<file path="config.mk">
export PLATFORM = sky130hd
export DESIGN_NAME = fpe_round_cell
export DESIGN_NICKNAME = d
export VERILOG_FILES = /design/src/hdl/fpe_pkg.sv /design/src/hdl/fpe_round_cell.sv
export SDC_FILE = /design/constraint.sdc
export NUM_CORES = 2
export LEC_CHECK = 0
export ABC_AREA = 1
export BUFFER_PORTS_ARGS = -buffer_cell sky130_fd_sc_hd__buf_4
export CAP_MARGIN = 20
export CORE_ASPECT_RATIO = 1.2
export CORE_MARGIN = 5
export CORE_UTILIZATION = 50
export DETAILED_ROUTE_END_ITERATION = 7
export PLACE_DENSITY_LB_ADDON = 0.3
export SLEW_MARGIN = 20
export SYNTH_ARGS = -nofsm -noshare
export SYNTH_HDL_FRONTEND = slang
export SYNTH_SLANG_ARGS = --single-unit
</file>
<file path="constraint.sdc">
create_clock -name clk -period 8.4 [get_ports clk]
set_input_delay 0 -clock clk [delete_from_list [all_inputs] [get_ports clk]]
set_output_delay 0 -clock clk [all_outputs]
set_load 0.03 [all_outputs]
</file>
<file path="src/hdl/fpe_pkg.sv">
`timescale 1ns / 1ps
// Package for the format-preserving Feistel cipher core.
// Holds the hash constants, config register codes, shared types and the
// domain geometry function. No dependencies.
package fpe_pkg;

  localparam logic [31:0] HASH_MUL_A = 32'd747796405;
  localparam logic [31:0] HASH_ADD_A = 32'd2891336453;
  localparam logic [31:0] HASH_MUL_B = 32'd277803737;
  localparam logic [4:0]  HASH_TOP_SHIFT = 5'd28;
  localparam logic [4:0]  HASH_SHIFT_BIAS = 5'd4;
  localparam logic [4:0]  HASH_FOLD_SHIFT = 5'd22;

  localparam logic [1:0] CFG_KEY        = 2'd0;
  localparam logic [1:0] CFG_NUM_ITEMS  = 2'd1;
  localparam logic [1:0] CFG_NUM_ROUNDS = 2'd2;

  localparam logic [31:0] KEY_RESET        = 32'd0;
  localparam logic [31:0] NUM_ITEMS_RESET  = 32'd256;
  localparam logic [4:0]  NUM_ROUNDS_RESET = 5'd4;

  // Split of the domain into a left half of lb bits and a right half of rb bits.
  typedef struct packed {
    logic [4:0]  lb;
    logic [4:0]  rb;
    logic [15:0] lmask;
    logic [15:0] rmask;
  } fpe_geom_t;

  // One transaction as it travels down the chain of round cells.
  typedef struct packed {
    logic        valid;
    logic        cmd;
    logic [31:0] word;
  } fpe_item_t;

  localparam logic FPE_CMD_ENCRYPT = 1'b0;
  localparam logic FPE_CMD_DECRYPT = 1'b1;

  function automatic fpe_geom_t fpe_geometry(input logic [31:0] num_items);
    logic [31:0] span;
    logic [5:0]  nb;
    logic [16:0] lm;
    logic [16:0] rm;
    fpe_geom_t   g;
    span = num_items - 32'd1;
    nb = 6'd0;
    for (int i = 0; i < 32; i++) begin
      if (span[i]) begin
        nb = 6'(i + 1);
      end
    end
    g.lb = nb[5:1];
    g.rb = 5'(nb - {1'b0, nb[5:1]});
    lm = (17'd1 << g.lb) - 17'd1;
    rm = (17'd1 << g.rb) - 17'd1;
    g.lmask = lm[15:0];
    g.rmask = rm[15:0];
    return g;
  endfunction

endpackage

</file>
<file path="src/hdl/fpe_round_cell.sv">
`timescale 1ns / 1ps
// One Feistel round as a five-stage pipeline cell of the cipher chain.
// Depends on fpe_pkg for the hash constants, item and geometry types.
module fpe_round_cell #(
  parameter int unsigned IDX = 0
) (
  input  logic              clk,
  input  logic              rst_n,
  input  logic              advance,
  input  logic [31:0]       key,
  input  logic [4:0]        num_rounds,
  input  fpe_pkg::fpe_geom_t geom,
  input  fpe_pkg::fpe_item_t in_item,
  output fpe_pkg::fpe_item_t out_item
);
  import fpe_pkg::*;

  fpe_item_t   item_x_r, item_s_r, item_t_r, item_m_r, item_w_r;
  logic [31:0] x_r, s_r, t_r, m_r;
  logic [31:0] x_nxt, s_nxt, t_nxt, m_nxt;
  logic [31:0] word_nxt;
  logic [4:0]  t_shift;
  logic [31:0] hash;
  logic [31:0] enc_hi, enc_lo, enc_new;
  logic [31:0] dec_hi, dec_lo, dec_new;
  logic        active;

  // Hash input: encrypt hashes the upper part, decrypt the left half.
  always_comb begin
    if (in_item.cmd == FPE_CMD_ENCRYPT) begin
      x_nxt = (in_item.word >> geom.rb) ^ key;
    end else begin
      x_nxt = (in_item.word & {16'd0, geom.lmask}) ^ key;
    end
  end

  assign s_nxt   = x_r * HASH_MUL_A + HASH_ADD_A;
  assign t_shift = {1'b0, s_r[31:28]} + HASH_SHIFT_BIAS;
  assign t_nxt   = (s_r >> t_shift) ^ s_r;
  assign m_nxt   = t_r * HASH_MUL_B;
  assign hash    = (m_r >> HASH_FOLD_SHIFT) ^ m_r;

  // Rounds past the configured count pass the word through untouched.
  assign active = 32'(IDX) < {27'd0, num_rounds};

  always_comb begin
    enc_hi  = item_m_r.word >> geom.rb;
    enc_lo  = item_m_r.word & {16'd0, geom.rmask};
    enc_new = ((((enc_lo ^ hash) & {16'd0, geom.rmask})) << geom.lb) | enc_hi;
    dec_hi  = item_m_r.word >> geom.lb;
    dec_lo  = item_m_r.word & {16'd0, geom.lmask};
    dec_new = (dec_lo << geom.rb) | ((dec_hi ^ hash) & {16'd0, geom.rmask});
    if (!active) begin
      word_nxt = item_m_r.word;
    end else if (item_m_r.cmd == FPE_CMD_ENCRYPT) begin
      word_nxt = enc_new;
    end else begin
      word_nxt = dec_new;
    end
  end

  always_ff @(posedge clk) begin
    if (!rst_n) begin
      item_x_r.valid <= 1'b0;
      item_s_r.valid <= 1'b0;
      item_t_r.valid <= 1'b0;
      item_m_r.valid <= 1'b0;
      item_w_r.valid <= 1'b0;
    end else if (advance) begin
      item_x_r.valid <= in_item.valid;
      item_s_r.valid <= item_x_r.valid;
      item_t_r.valid <= item_s_r.valid;
      item_m_r.valid <= item_t_r.valid;
      item_w_r.valid <= item_m_r.valid;
    end
    if (advance) begin
      item_x_r.cmd  <= in_item.cmd;
      item_x_r.word <= in_item.word;
      x_r           <= x_nxt;
      item_s_r.cmd  <= item_x_r.cmd;
      item_s_r.word <= item_x_r.word;
      s_r           <= s_nxt;
      item_t_r.cmd  <= item_s_r.cmd;
      item_t_r.word <= item_s_r.word;
      t_r           <= t_nxt;
      item_m_r.cmd  <= item_t_r.cmd;
      item_m_r.word <= item_t_r.word;
      m_r           <= m_nxt;
      item_w_r.cmd  <= item_m_r.cmd;
      item_w_r.word <= word_nxt;
    end
  end

  assign out_item = item_w_r;

endmodule

</file>
==> out/summary.log <==
qor: hold_path.timing.hold.worst.start geom[20]
qor: drt.vias_per_cell 5.471
qor: synth.asyncSetResetFlopFracSynth 0
qor: clock_tree.worstSkewPairLatency 590 ps
qor: timing.accumulated_negative_setup_slack 0 ps
qor: timing.setup_viol 0
qor: worst_setup_path.critPathMaxFanout 10
qor: worst_setup_path.crit-reg2reg-capture s_r[29]
qor: synth.syn-instance-count 4560
qor: worst_setup_path.critPathArrivalTime 7070 ps
qor: synth.net_count_of_the_mapped_netlist 5470
qor: global_route.grt_max_degree 118
qor: drt.detail_route.wl_per_cell 20.38 µm
qor: timing.max_clock_freq 148.1 MHz
qor: placed_design.hpwl 94330 µm
qor: timing.clock_skew 58.88 ps
qor: drt.route.antenna.remaining_nets 0
qor: synth.synthesis.area 0.03775 mm²
qor: synth.synthesis.yosys.warnings 0
qor: synth.yosysUniqueCellTypes 62
qor: hold_path.holdPathEnd x_r[4]
qor: floorplanning.die_height 311.0 µm
qor: worst_setup_path.crit-reg2reg-launch x_r[9]
qor: placed_design.placement.io_buffers 149
qor: synth.postSynth.topFlopCell sky130_fd_sc_hd__edfxtp_1
qor: floorplanning.die-area 0.08113 mm²
qor: clock_tree.clockBufferDepth 3
qor: timing.tightestPinTransition 1122 ps
qor: cells_and_area.finish.net_count 5590
qor: drt.first_pass_iters 6
qor: hold_path.hold_class input pin to flip-flop
qor: timing.slew_headroom 0.2474
qor: clock_tree.cts.repair.resized 0
qor: floorplanning.io_pins 150
qor: cells_and_area.finalInstanceArea 0.04139 mm²
qor: clock_tree.cts_inserted_buffers 36
qor: worst_setup_path.timing.setup.critical_path_class flip-flop to flip-flop
qor: synth.most_instantiated_library_cell_after_synthesis sky130_fd_sc_hd__nand2_1
qor: global_route.via_count_of_the_first_global_routing_pass 31970
qor: placed_design.globalplace.congestion 0.9682
qor: floorplanning.width_of_the_die 260.8 µm
qor: placed_design.placedInstanceArea 0.03942 mm²
qor: synth.synth_seq_cells 292
qor: timing.finalMaxSlewViolations 0
qor: synth.synth_edf_count 287
qor: timing.finalCritPeriodShare 0.8041
qor: drt.drc 0
qor: drt.finalWirelength 116500 µm
qor: cells_and_area.flow.area_growth_from_synthesis 9.631%
qor: global_route.number_of_antenna_violations_at_the_first_check_in_global_routing 2
qor: cells_and_area.ff_latch_area 0.008718 mm²
qor: synth.synth_area_leaders sky130_fd_sc_hd__edfxtp_1, sky130_fd_sc_hd__fa_1, sky130_fd_sc_hd__ha_1
qor: floorplanning.design.core.area 0.07501 mm²
qor: worst_setup_path.worst_setup_path_start_kind flip-flop
qor: clock_tree.cts_htree_levels 2
qor: floorplanning.initial_core_util 0.5033
qor: worst_setup_path.cp_data_required_time 8720 ps
qor: cells_and_area.multi_input_comb_area 0.02466 mm²
qor: clock_tree.cts_tree yes
qor: floorplanning.placement_rows 110
qor: flow_run.max_cap_viols 0
qor: global_route.grt_remaining_overflow 0
qor: global_route.first_pass_grt_wire_length 180400 µm
qor: worst_setup_path.r2r_cells 22
qor: worst_setup_path.timing.critical_path.to_type flip-flop
qor: synth.netlist.top_cell.by_area sky130_fd_sc_hd__edfxtp_1
qor: timing.report.final.hold_viol_count 0
qor: timing.grt_setup_unrepaired false
qor: timing.final_period_minus_worst_setup_slack 6754 ps
qor: clock_tree.clk_pin_slew 60 ps
qor: drt.via_count 31270
qor: synth.synth_common_cells sky130_fd_sc_hd__nand2_1, sky130_fd_sc_hd__inv_1, sky130_fd_sc_hd__fa_1
qor: synth.synth_top_cell_area_share 0.2283
qor: clock_tree.ctsRootBufferMaster sky130_fd_sc_hd__clkbuf_16
qor: cells_and_area.num-fill-cells 6996
qor: global_route.grt_use_total 0.2857
qor: synth.syn_avg_cell_area 8.279 µm²
qor: hold_path.hold_path_depth 5
qor: outcome.outcome complete, no violations
qor: cells_and_area.layout-drive-gt1-share 0.05610
qor: synth.synth_seq_area_share 0.2309
qor: worst_setup_path.r2r_setup_slk 1650 ps
qor: clock_tree.sink_count 292
qor: drt.drt_iter0_markers 3202
[what timing repair did]
action	in CTS	in global routing
buffers inserted	0	0
hold buffers	74	0
endpoints found under the hold margin	75	0
[worst max-delay path by stage]
stage	from	endpoint	slack, ps
after floorplan	x_r[14]	s_r[28]	2310
after global placement	x_r[9]	s_r[29]	1690
after detailed placement	x_r[9]	s_r[29]	1620
after CTS	x_r[9]	s_r[29]	1620
after global routing	t_r[3]	m_r[29]	1350
final	x_r[9]	s_r[29]	1650
[placed cells by master, fill, tap and decap left out, types with 6 or more instances in the layout]
cell and count:
sky130_fd_sc_hd__nor3_1 11, sky130_fd_sc_hd__a31oi_1 20, sky130_fd_sc_hd__ha_1 367, sky130_fd_sc_hd__clkinv_1 8, sky130_fd_sc_hd__xnor2_1 76, sky130_fd_sc_hd__dlygate4sd3_1 74, sky130_fd_sc_hd__xor2_1 75, sky130_fd_sc_hd__buf_4 164
sky130_fd_sc_hd__a21o_1 10, sky130_fd_sc_hd__a211oi_1 8, sky130_fd_sc_hd__o21ai_1 98, sky130_fd_sc_hd__o21bai_1 14, sky130_fd_sc_hd__o2111ai_1 7, sky130_fd_sc_hd__mux2i_1 16, sky130_fd_sc_hd__nand4_1 36, sky130_fd_sc_hd__fa_1 427
sky130_fd_sc_hd__or2_2 10, sky130_fd_sc_hd__nor2_1 137, sky130_fd_sc_hd__nand2_1 1086, sky130_fd_sc_hd__or2_1 8, sky130_fd_sc_hd__inv_1 929, sky130_fd_sc_hd__o211ai_1 27, sky130_fd_sc_hd__a21oi_1 119, sky130_fd_sc_hd__o21ai_0 166
sky130_fd_sc_hd__nand3b_1 12, sky130_fd_sc_hd__edfxtp_1 287, sky130_fd_sc_hd__nand3_1 384, sky130_fd_sc_hd__nor2_2 6, sky130_fd_sc_hd__clkbuf_16 36, sky130_fd_sc_hd__o21ai_2 7
[cells by family after synthesis]
kind of cell    Yosys count  synth area share
flops                   292            0.2309
xor+xnor                151           0.03503
compound gates          503           0.07530
buf+inv                1096            0.1161
fa+ha+maj               794            0.3480
mux                      17          0.004838
simple gates           1707            0.1898
[critical path, cell delays in order, from the launching register on]
cell                       delay [ps]
sky130_fd_sc_hd__edfxtp_1         700
sky130_fd_sc_hd__inv_1            140
sky130_fd_sc_hd__fa_1             560
sky130_fd_sc_hd__fa_1             430
sky130_fd_sc_hd__inv_1             90
sky130_fd_sc_hd__fa_1             430
sky130_fd_sc_hd__fa_1             550
sky130_fd_sc_hd__fa_1             460
sky130_fd_sc_hd__fa_1             500
sky130_fd_sc_hd__fa_1             490
sky130_fd_sc_hd__inv_1             50
sky130_fd_sc_hd__fa_1             470
sky130_fd_sc_hd__inv_1             40
sky130_fd_sc_hd__ha_1             350
sky130_fd_sc_hd__nand2_1          120
sky130_fd_sc_hd__nor2_1           200
sky130_fd_sc_hd__inv_1             80
sky130_fd_sc_hd__nor3_1           300
sky130_fd_sc_hd__nand4_1          190
sky130_fd_sc_hd__nand3_1          150
sky130_fd_sc_hd__nand3_1           80
sky130_fd_sc_hd__nand2_1           80
sky130_fd_sc_hd__xor2_1            60
[final cells by class]
class / count / share of cell area
multi-input cells: 3172 / 0.5959
well taps: 1008 / 0.03047
inverters: 939 / 0.08540
repair buffers: 239 / 0.04800
flip-flops and latches: 292 / 0.2106
clock buffers: 39 / 0.02204
diodes: 1 / 0.00006046
clock inverters: 25 / 0.007467
[through the flow]
step,std cells,util,hold slack [ps],setup slack [ps]
after floorplan,4560,-,98.87,2310
after global placement,5576,0.5256,188.4,1686
after detailed placement,5576,0.5256,192.3,1623
after CTS,5714,0.5517,27.51,1618
after global routing,5715,0.5518,69.36,1350
final,5715,0.5518,56.61,1646
[metal layers]
metal  vias up  track usage  share of wire  wire (µm)
li1      14690            -              -          -
met1     15060       0.3672           0.39      45680
met2      1254       0.4895           0.49      56680
met3       260      0.03555          0.072       8392
met4         0       0.1158          0.049       5730
met5         -            0              0          0
[sequential cells by signal, summed over array words and instances (netlist names)]
register  count
item_m_r     34
m_r          26
t_r          32
item_x_r     34
item_t_r     34
s_r          32
x_r          32
item_s_r     34
out_item     34
Power is not shown: default switching activity piles up to over one toggle a cycle in this logic, so the estimate is an artifact.
