<file path="config.mk">
export PLATFORM = sky130hd
export DESIGN_NAME = fpe_out_buf
export DESIGN_NICKNAME = d
export VERILOG_FILES = /design/src/hdl/fpe_pkg.sv /design/src/hdl/fpe_out_buf.sv
export SDC_FILE = /design/constraint.sdc
export NUM_CORES = 1
export LEC_CHECK = 0
export BUFFER_PORTS_ARGS = -buffer_cell sky130_fd_sc_hd__buf_2
export CAP_MARGIN = 20
export CORE_MARGIN = 2
export CORE_UTILIZATION = 35
export DETAILED_ROUTE_END_ITERATION = 8
export GPL_TIMING_DRIVEN = 0
export MAX_ROUTING_LAYER = met4
export PLACE_DENSITY = 0.68
export SLEW_MARGIN = 30
export SYNTH_ARGS = -nofsm -noshare
export SYNTH_HDL_FRONTEND = slang
export SYNTH_SLANG_ARGS = --single-unit
</file>
<file path="constraint.sdc">
create_clock -name clk -period 9.93 [get_ports clk]
set_clock_uncertainty 0.05 [all_clocks]
set_input_delay 0 -clock clk [delete_from_list [all_inputs] [get_ports clk]]
set_output_delay 0 -clock clk [all_outputs]
set_load 0.005 [all_outputs]
</file>
<file path="src/hdl/fpe_pkg.sv">
`timescale 1ns / 1ps
// Package for the format-preserving Feistel cipher core.
// Holds the hash constants, config register codes, shared types and the
// domain geometry function. No dependencies.
package fpe_pkg;

  localparam logic [31:0] HASH_MUL_A = 32'd747796405;
  localparam logic [31:0] HASH_ADD_A = 32'd2891336453;
  localparam logic [31:0] HASH_MUL_B = 32'd277803737;
  localparam logic [4:0]  HASH_TOP_SHIFT = 5'd28;
  localparam logic [4:0]  HASH_SHIFT_BIAS = 5'd4;
  localparam logic [4:0]  HASH_FOLD_SHIFT = 5'd22;

  localparam logic [1:0] CFG_KEY        = 2'd0;
  localparam logic [1:0] CFG_NUM_ITEMS  = 2'd1;
  localparam logic [1:0] CFG_NUM_ROUNDS = 2'd2;

  localparam logic [31:0] KEY_RESET        = 32'd0;
  localparam logic [31:0] NUM_ITEMS_RESET  = 32'd256;
  localparam logic [4:0]  NUM_ROUNDS_RESET = 5'd4;

  // Split of the domain into a left half of lb bits and a right half of rb bits.
  typedef struct packed {
    logic [4:0]  lb;
    logic [4:0]  rb;
    logic [15:0] lmask;
    logic [15:0] rmask;
  } fpe_geom_t;

  // One transaction as it travels down the chain of round cells.
  typedef struct packed {
    logic        valid;
    logic        cmd;
    logic [31:0] word;
  } fpe_item_t;

  localparam logic FPE_CMD_ENCRYPT = 1'b0;
  localparam logic FPE_CMD_DECRYPT = 1'b1;

  function automatic fpe_geom_t fpe_geometry(input logic [31:0] num_items);
    logic [31:0] span;
    logic [5:0]  nb;
    logic [16:0] lm;
    logic [16:0] rm;
    fpe_geom_t   g;
    span = num_items - 32'd1;
    nb = 6'd0;
    for (int i = 0; i < 32; i++) begin
      if (span[i]) begin
        nb = 6'(i + 1);
      end
    end
    g.lb = nb[5:1];
    g.rb = 5'(nb - {1'b0, nb[5:1]});
    lm = (17'd1 << g.lb) - 17'd1;
    rm = (17'd1 << g.rb) - 17'd1;
    g.lmask = lm[15:0];
    g.rmask = rm[15:0];
    return g;
  endfunction

endpackage

</file>
<file path="src/hdl/fpe_out_buf.sv">
`timescale 1ns / 1ps
// Output register with a one-entry skid stage for the cipher core.
// Depends on fpe_pkg for the item type.
module fpe_out_buf (
  input  logic               clk,
  input  logic               rst_n,
  input  fpe_pkg::fpe_item_t in_item,
  output logic               advance,
  output logic               out_valid,
  input  logic               out_ready,
  output logic [31:0]        out_result
);
  import fpe_pkg::*;

  logic        out_valid_r, out_valid_nxt;
  logic [31:0] out_data_r, out_data_nxt;
  logic        skid_valid_r, skid_valid_nxt;
  logic [31:0] skid_data_r, skid_data_nxt;
  logic        push;

  // The chain only stalls once the skid entry is taken.
  assign advance = !skid_valid_r;
  assign push    = in_item.valid && advance;

  always_comb begin
    out_valid_nxt  = out_valid_r;
    out_data_nxt   = out_data_r;
    skid_valid_nxt = skid_valid_r;
    skid_data_nxt  = skid_data_r;
    if (!out_valid_r || out_ready) begin
      if (skid_valid_r) begin
        out_valid_nxt  = 1'b1;
        out_data_nxt   = skid_data_r;
        skid_valid_nxt = 1'b0;
      end else if (push) begin
        out_valid_nxt = 1'b1;
        out_data_nxt  = in_item.word;
      end else begin
        out_valid_nxt = 1'b0;
      end
    end else if (push) begin
      skid_valid_nxt = 1'b1;
      skid_data_nxt  = in_item.word;
    end
  end

  always_ff @(posedge clk) begin
    if (!rst_n) begin
      out_valid_r  <= 1'b0;
      skid_valid_r <= 1'b0;
    end else begin
      out_valid_r  <= out_valid_nxt;
      skid_valid_r <= skid_valid_nxt;
    end
  end

  always_ff @(posedge clk) begin
    out_data_r  <= out_data_nxt;
    skid_data_r <= skid_data_nxt;
  end

  assign out_valid  = out_valid_r;
  assign out_result = out_data_r;

endmodule

</file>
==> impl_metrics.json, run 1 <==
{
  "gr-total-overflow": 0,
  "drive_gt1_frac": 0.538,
  "post_drt_wl_per_cell_um": 12.9,
  "crit_arrival_ns": 1.68,
  "status": "finished clean",
  "grtUsageTotal": 0.119,
  "synth_area_um2": 2540,
  "io_pins": 71,
  "p_per_area_nw_per_um2": 156,
  "maxSlewViolCount": 0,
  "core_um2": 7140,
  "antenna_cells": 0,
  "grt_pass1_vias": 1380,
  "numCtsBuffers": 9,
  "synthArstFlopShare": 0,
  "dr.first_iter.drc_count": 22,
  "synth.ff_latch_count": 66,
  "synth_edf_count": 64,
  "drt_wl_total_mm": 4.31,
  "netlist_instances": 109,
  "dieArea_um2": 7960,
  "initial_core_util": 0.356,
  "ctsResizeCount": 0,
  "synthFlopType": "edfxtp_1",
  "power.leakage_nw": 1.41,
  "numClockSinks": 66,
  "clkPwrFrac": 0.328,
  "syn_nets": 146,
  "cp-end-kind": "register",
  "final_nets": 266,
  "gp_congestion": 0.722,
  "internal_power_w": 0.000443,
  "slew_headroom": 0.655,
  "finish.utilization": 0.503,
  "holdPathStages": 3,
  "avgSynthCellArea_um2": 23.3,
  "synth_top_cell_by_area": "edfxtp_1",
  "drc_errors": 0,
  "final.period_utilization": 0.170,
  "ir_drop_mv": 0.0547,
  "ant_nets": 0,
  "hold_violations": 0,
  "place_area_um2": 3080,
  "vias": 1396,
  "ff2ff_path_depth": 5,
  "cts_htree_levels": 3,
  "cts_buffer_depth": 2,
  "max_cap_viol_count": 0,
  "switchingPower_w": 0.000119,
  "syn_to_final_growth_pct": 41.4,
  "yosys_warnings": 0,
  "ys_types": 12,
  "post-route-min-period_ns": 1.69,
  "antenna_found_initial": 0,
  "grt_pass1_wl_mm": 6.56,
  "yosysSeqAreaShare": 0.772,
  "p_sw_frac": 0.211,
  "rsz0062_at_grt": "false",
  "start_kind": "register",
  "design_area_um2": 3590,
  "cts_tree": "built",
  "critical_path_class": "register to register",
  "synth_area_leaders": "edfxtp_1 76%, mux2_4 17%, buf_12 2.4%, mux2_2 1.8%, dfxtp_1 1.6%",
  "ctsRootBufferMaster": "clkbuf_8",
  "setup_viol": 0,
  "synth_top_area_share": 0.756,
  "synth_top_cells_by_count": "64 x edfxtp_1, 28 x mux2_4, 4 x mux2_2, 3 x buf_12",
  "power.share.sequential": 0.576,
  "grt_max_degree": 19,
  "whs_ns": 0.0184,
  "share_comb_of_total_power": 0.096,
  "insertion_delay_ns": 0.33,
  "portBuffers": 69,
  "setup_tns_ns": 0,
  "hp-class": "input pin to register",
  "avgViaCountPerCell": 4.19,
  "hpwl_mm": 2.92,
  "critPathRequiredTime_ns": 9.92,
  "cts.clk_slew.worst_paths_ns": 0.07,
  "tightestPinTransition_ns": 0.516,
  "fmax_mhz": 591,
  "row_count": 31,
  "yosysMostFrequentCell": "edfxtp_1",
  "fp.dieW_um": 89.2,
  "post_cts_buffers": 0,
  "dr.pass1.iters": 4,
  "dieHeight_um": 89.2,
  "path_max_fanout": 10
}
[cell type report]
type	instances	area, um^2
Multi-Input combinational cell	38	517
Buffer	4	71.3
Clock inverter	6	33.8
Tap cell	99	124
Fill cell	614	3540
Sequential cell	66	1960
Timing Repair Buffer	109	753
Clock buffer	10	128
Inverter	1	3.75
[placed cells by master (no fill, tap or decap), types with 2 or more instances in the layout]
master and instances:
clkinv_2 3, dlygate4sd3_1 35, mux2_2 4, buf_12 3
edfxtp_1 64, clkinvlp_4 2, clkbuf_8 9, mux2_4 28
buf_4 4, dfxtp_1 2, buf_2 69
[per-stage QoR]
step | power [W] | instances | worst slack (ns)
final | 0.000561 | 333 | 8.24
after floorplan | 0.000350 | 109 | 6.45
after CTS | 0.000570 | 333 | 8.20
after global routing | 0.000587 | 333 | 8.12
after global placement | 0.000370 | 277 | 5.27
after detailed placement | 0.000373 | 282 | 8.21
[per-layer routing]
metal / track usage / part of all wire / vias up
li1: - / - / 665
met1: 0.131 / 0.43 / 678
met2: 0.191 / 0.50 / 46
met3: 0.0471 / 0.057 / 7
met4: 0.0543 / 0.019 / 0
met5: - / 0 / -
[repair_timing]
item | 4_1_cts | 5_1_grt
endpoints found under the setup margin | 0 | 0
hold buffers | 35 | 0
hold endpoints to repair | 66 | 0
[path summary, 6_finish.rpt]
path	start	slack, ns	to
min	in_item[33]	0.02	skid_valid_r
max reg2reg	skid_valid_r	8.24	skid_data_r[16]
max	skid_valid_r	8.24	skid_data_r[16]
min reg2reg	skid_data_r[22]	0.50	out_result[22]
[cell families after synthesis]
logic type	after synthesis	synth area share
muxes	32	0.183
DFF	66	0.772
buffers and inverters	5	0.0295
AOI/OAI and AO/OA	1	0.00296
and+or+nand+nor	5	0.0123
[flip-flops by register name (all words and copies together), names as in the netlist]
name          count
out_valid         1
skid_data_r      32
skid_valid_r      1
out_result       32
[critical path: stages, from the launching register on]
cell and delay [ns]:
dfxtp_1 0.31, buf_6 0.14, buf_12 0.15, nor3b_2 0.31, buf_4 0.25, buf_4 0.19
[power by group through the flow]
stage / Sequential [W] / Combinational [W] / Clock [W]
floorplan: 0.000331 / 0.0000185 / 0
global placement: 0.000330 / 0.0000401 / 0
detailed placement: 0.000329 / 0.0000440 / 0
CTS: 0.000323 / 0.0000548 / 0.000192
global route: 0.000324 / 0.0000593 / 0.000203
finish: 0.000323 / 0.0000540 / 0.000184
No activity file was read; power rests on OpenSTA's default activity.
==> inputs of run 2 (changes only) <==
- clock period: 9.93 -> 1.8 ns (I/O delays scaled with it)
==> run 2 against run 1 <==
Against the previous run:
- first-iteration DRC count rose by 95%
- setup slack lost 8.0 ns
- cell count fell by 0.90%
- via count down 0.50%
- critical path type unchanged
- critical endpoint is now skid_data_r[8]
- largest power group unchanged
==> impl_metrics.json, run 2 (synthesis gave the netlist of run 1 again) <==
{
  "numClockSinks": 66,
  "post_drt_wl_per_cell_um": 13.9,
  "r2r_setup_slack_ns": 0.23,
  "fp.dieW_um": 89.2,
  "max_stage_delay_ns": 0.38,
  "drive_gt1_frac": 0.545,
  "post-route-min-period_ns": 1.57,
  "drc_errors": 0,
  "tightestPinTransition_ns": 0.540,
  "grt_pass1_vias": 1343,
  "gr-total-overflow": 0,
  "gp_congestion": 0.668,
  "ctsRootBufferMaster": "clkbuf_8",
  "place_area_um2": 3060,
  "hp-class": "input pin to register",
  "path_cells": "buf_6 -> buf_12 -> nor3b_4 -> buf_6",
  "avgViaCountPerCell": 4.21,
  "ff2ff_path_depth": 4,
  "dieHeight_um": 89.2,
  "core_um2": 7140,
  "max_cap_viol_count": 0,
  "dieArea_um2": 7960,
  "hpwl_mm": 2.92,
  "ir_drop_mv": 0.392,
  "fmax_mhz": 636,
  "cts_buffer_depth": 2,
  "layout_common_cells": "69 x buf_2, 64 x edfxtp_1, 33 x dlygate4sd3_1",
  "holdPathStages": 2,
  "status": "finished clean",
  "crit_arrival_ns": 1.56,
  "rsz0062_at_grt": "false",
  "path_max_fanout": 13,
  "antenna_cells": 0,
  "grt_pass1_wl_mm": 6.52,
  "worst_hold_path.endpoint": "skid_data_r[19]",
  "vias": 1389,
  "power.leakage_nw": 1.42,
  "maxSlewViolCount": 0,
  "hold_violations": 0,
  "critical_path_class": "register to register",
  "fillers": 623,
  "post_cts_buffers": 0,
  "initial_core_util": 0.356,
  "critPathRequiredTime_ns": 1.79,
  "rr_endpoint": "skid_data_r[8]",
  "numCtsBuffers": 9,
  "layout_commonest_cell": "buf_2",
  "dr.pass1.iters": 4,
  "setup_viol": 0,
  "finish.utilization": 0.508,
  "design_area_um2": 3620,
  "total_power_w": 0.00343,
  "p_per_area_nw_per_um2": 945,
  "cts_tree": "built",
  "cts.clk_slew.worst_paths_ns": 0.08,
  "insertion_delay_ns": 0.33,
  "grtUsageTotal": 0.118,
  "ant_nets": 0,
  "cp_slowest_cell": "nor3b_4",
  "syn_to_final_growth_pct": 42.6,
  "crit_buf_inv": 3,
  "cp-end-kind": "register",
  "hold_start": "in_item[33]",
  "drt_wl_total_mm": 4.58,
  "cpLargestDelayFamily": "buffers and inverters",
  "whs_ns": 0.0740,
  "slew_headroom": 0.638,
  "antenna_found_initial": 0,
  "row_count": 31,
  "cts_htree_levels": 3,
  "io_pins": 71,
  "dr.first_iter.drc_count": 43,
  "grt_max_degree": 17,
  "portBuffers": 69,
  "start_kind": "register",
  "critPathMostFrequentCell": "buf_6",
  "final.period_utilization": 0.874,
  "reg2reg_from": "skid_valid_r",
  "final_nets": 263
}
run 2: cell types whose count changed in the layout (fill, tap and decap cells not counted), sizes merged:
| cell | before | now |
|---|---|---|
| dlygate4sd3 | 35 | 33 |
| clkinvlp | 2 | 1 |
| buf | 78 | 76 |
| bufinv | 0 | 2 |
| clkbuf | 10 | 9 |
| nor2b | 1 | 2 |
run 2: metrics by stage:
step                      setup TNS [ns]  cells  setup slack [ns]
after global routing                   0    330             0.128
after detailed placement         -0.0509    280          -0.00321
after CTS                              0    330             0.196
after global placement            -16.93    277            -0.531
after floorplan                    -3.45    109            -0.108
final                                  0    330             0.227
run 2: timing repair:
action                     4_1_cts  5_1_grt
resized for setup                1        0
hold endpoints to repair        66        0
hold buffers                    33        0
setup endpoints to repair       32        0
run 2: report_power, final:
| part | internal (W) | switching [W] | leakage [nW] |
|---|---|---|---|
| Combinational | 0.000179 | 0.000113 | 0.698 |
| Clock | 0.000777 | 0.000574 | 0.107 |
| Sequential | 0.00177 | 0.0000160 | 0.618 |
run 2: cell type report:
cell class / instances / area [um^2] / area share
inverters: 1 / 3.75 / 0.00104
plain buffers: 4 / 71.3 / 0.0197
multi-input cells: 39 / 537 / 0.148
well taps: 99 / 124 / 0.0342
flip-flops and latches: 66 / 1960 / 0.541
clock buffers: 9 / 124 / 0.0342
clock inverters: 7 / 93.8 / 0.0259
repair buffers: 105 / 709 / 0.196
run 2: worst max-delay path by stage:
stage	from	end	slack [ns]	depth (start not counted)
after global placement	skid_valid_r	skid_data_r[1]	-0.53	3
after floorplan	skid_valid_r	skid_data_r[0]	-0.11	3
after CTS	skid_valid_r	skid_data_r[8]	0.20	4
after detailed placement	skid_valid_r	out_result[1]	-0.003	3
after global routing	skid_valid_r	skid_data_r[9]	0.13	4
final	skid_valid_r	skid_data_r[8]	0.23	4
run 2: layer usage:
layer / track usage / share of wire
met4: 0.0611 / 0.017
met2: 0.174 / 0.47
met1: 0.145 / 0.45
met5: - / 0
met3: 0.0360 / 0.065
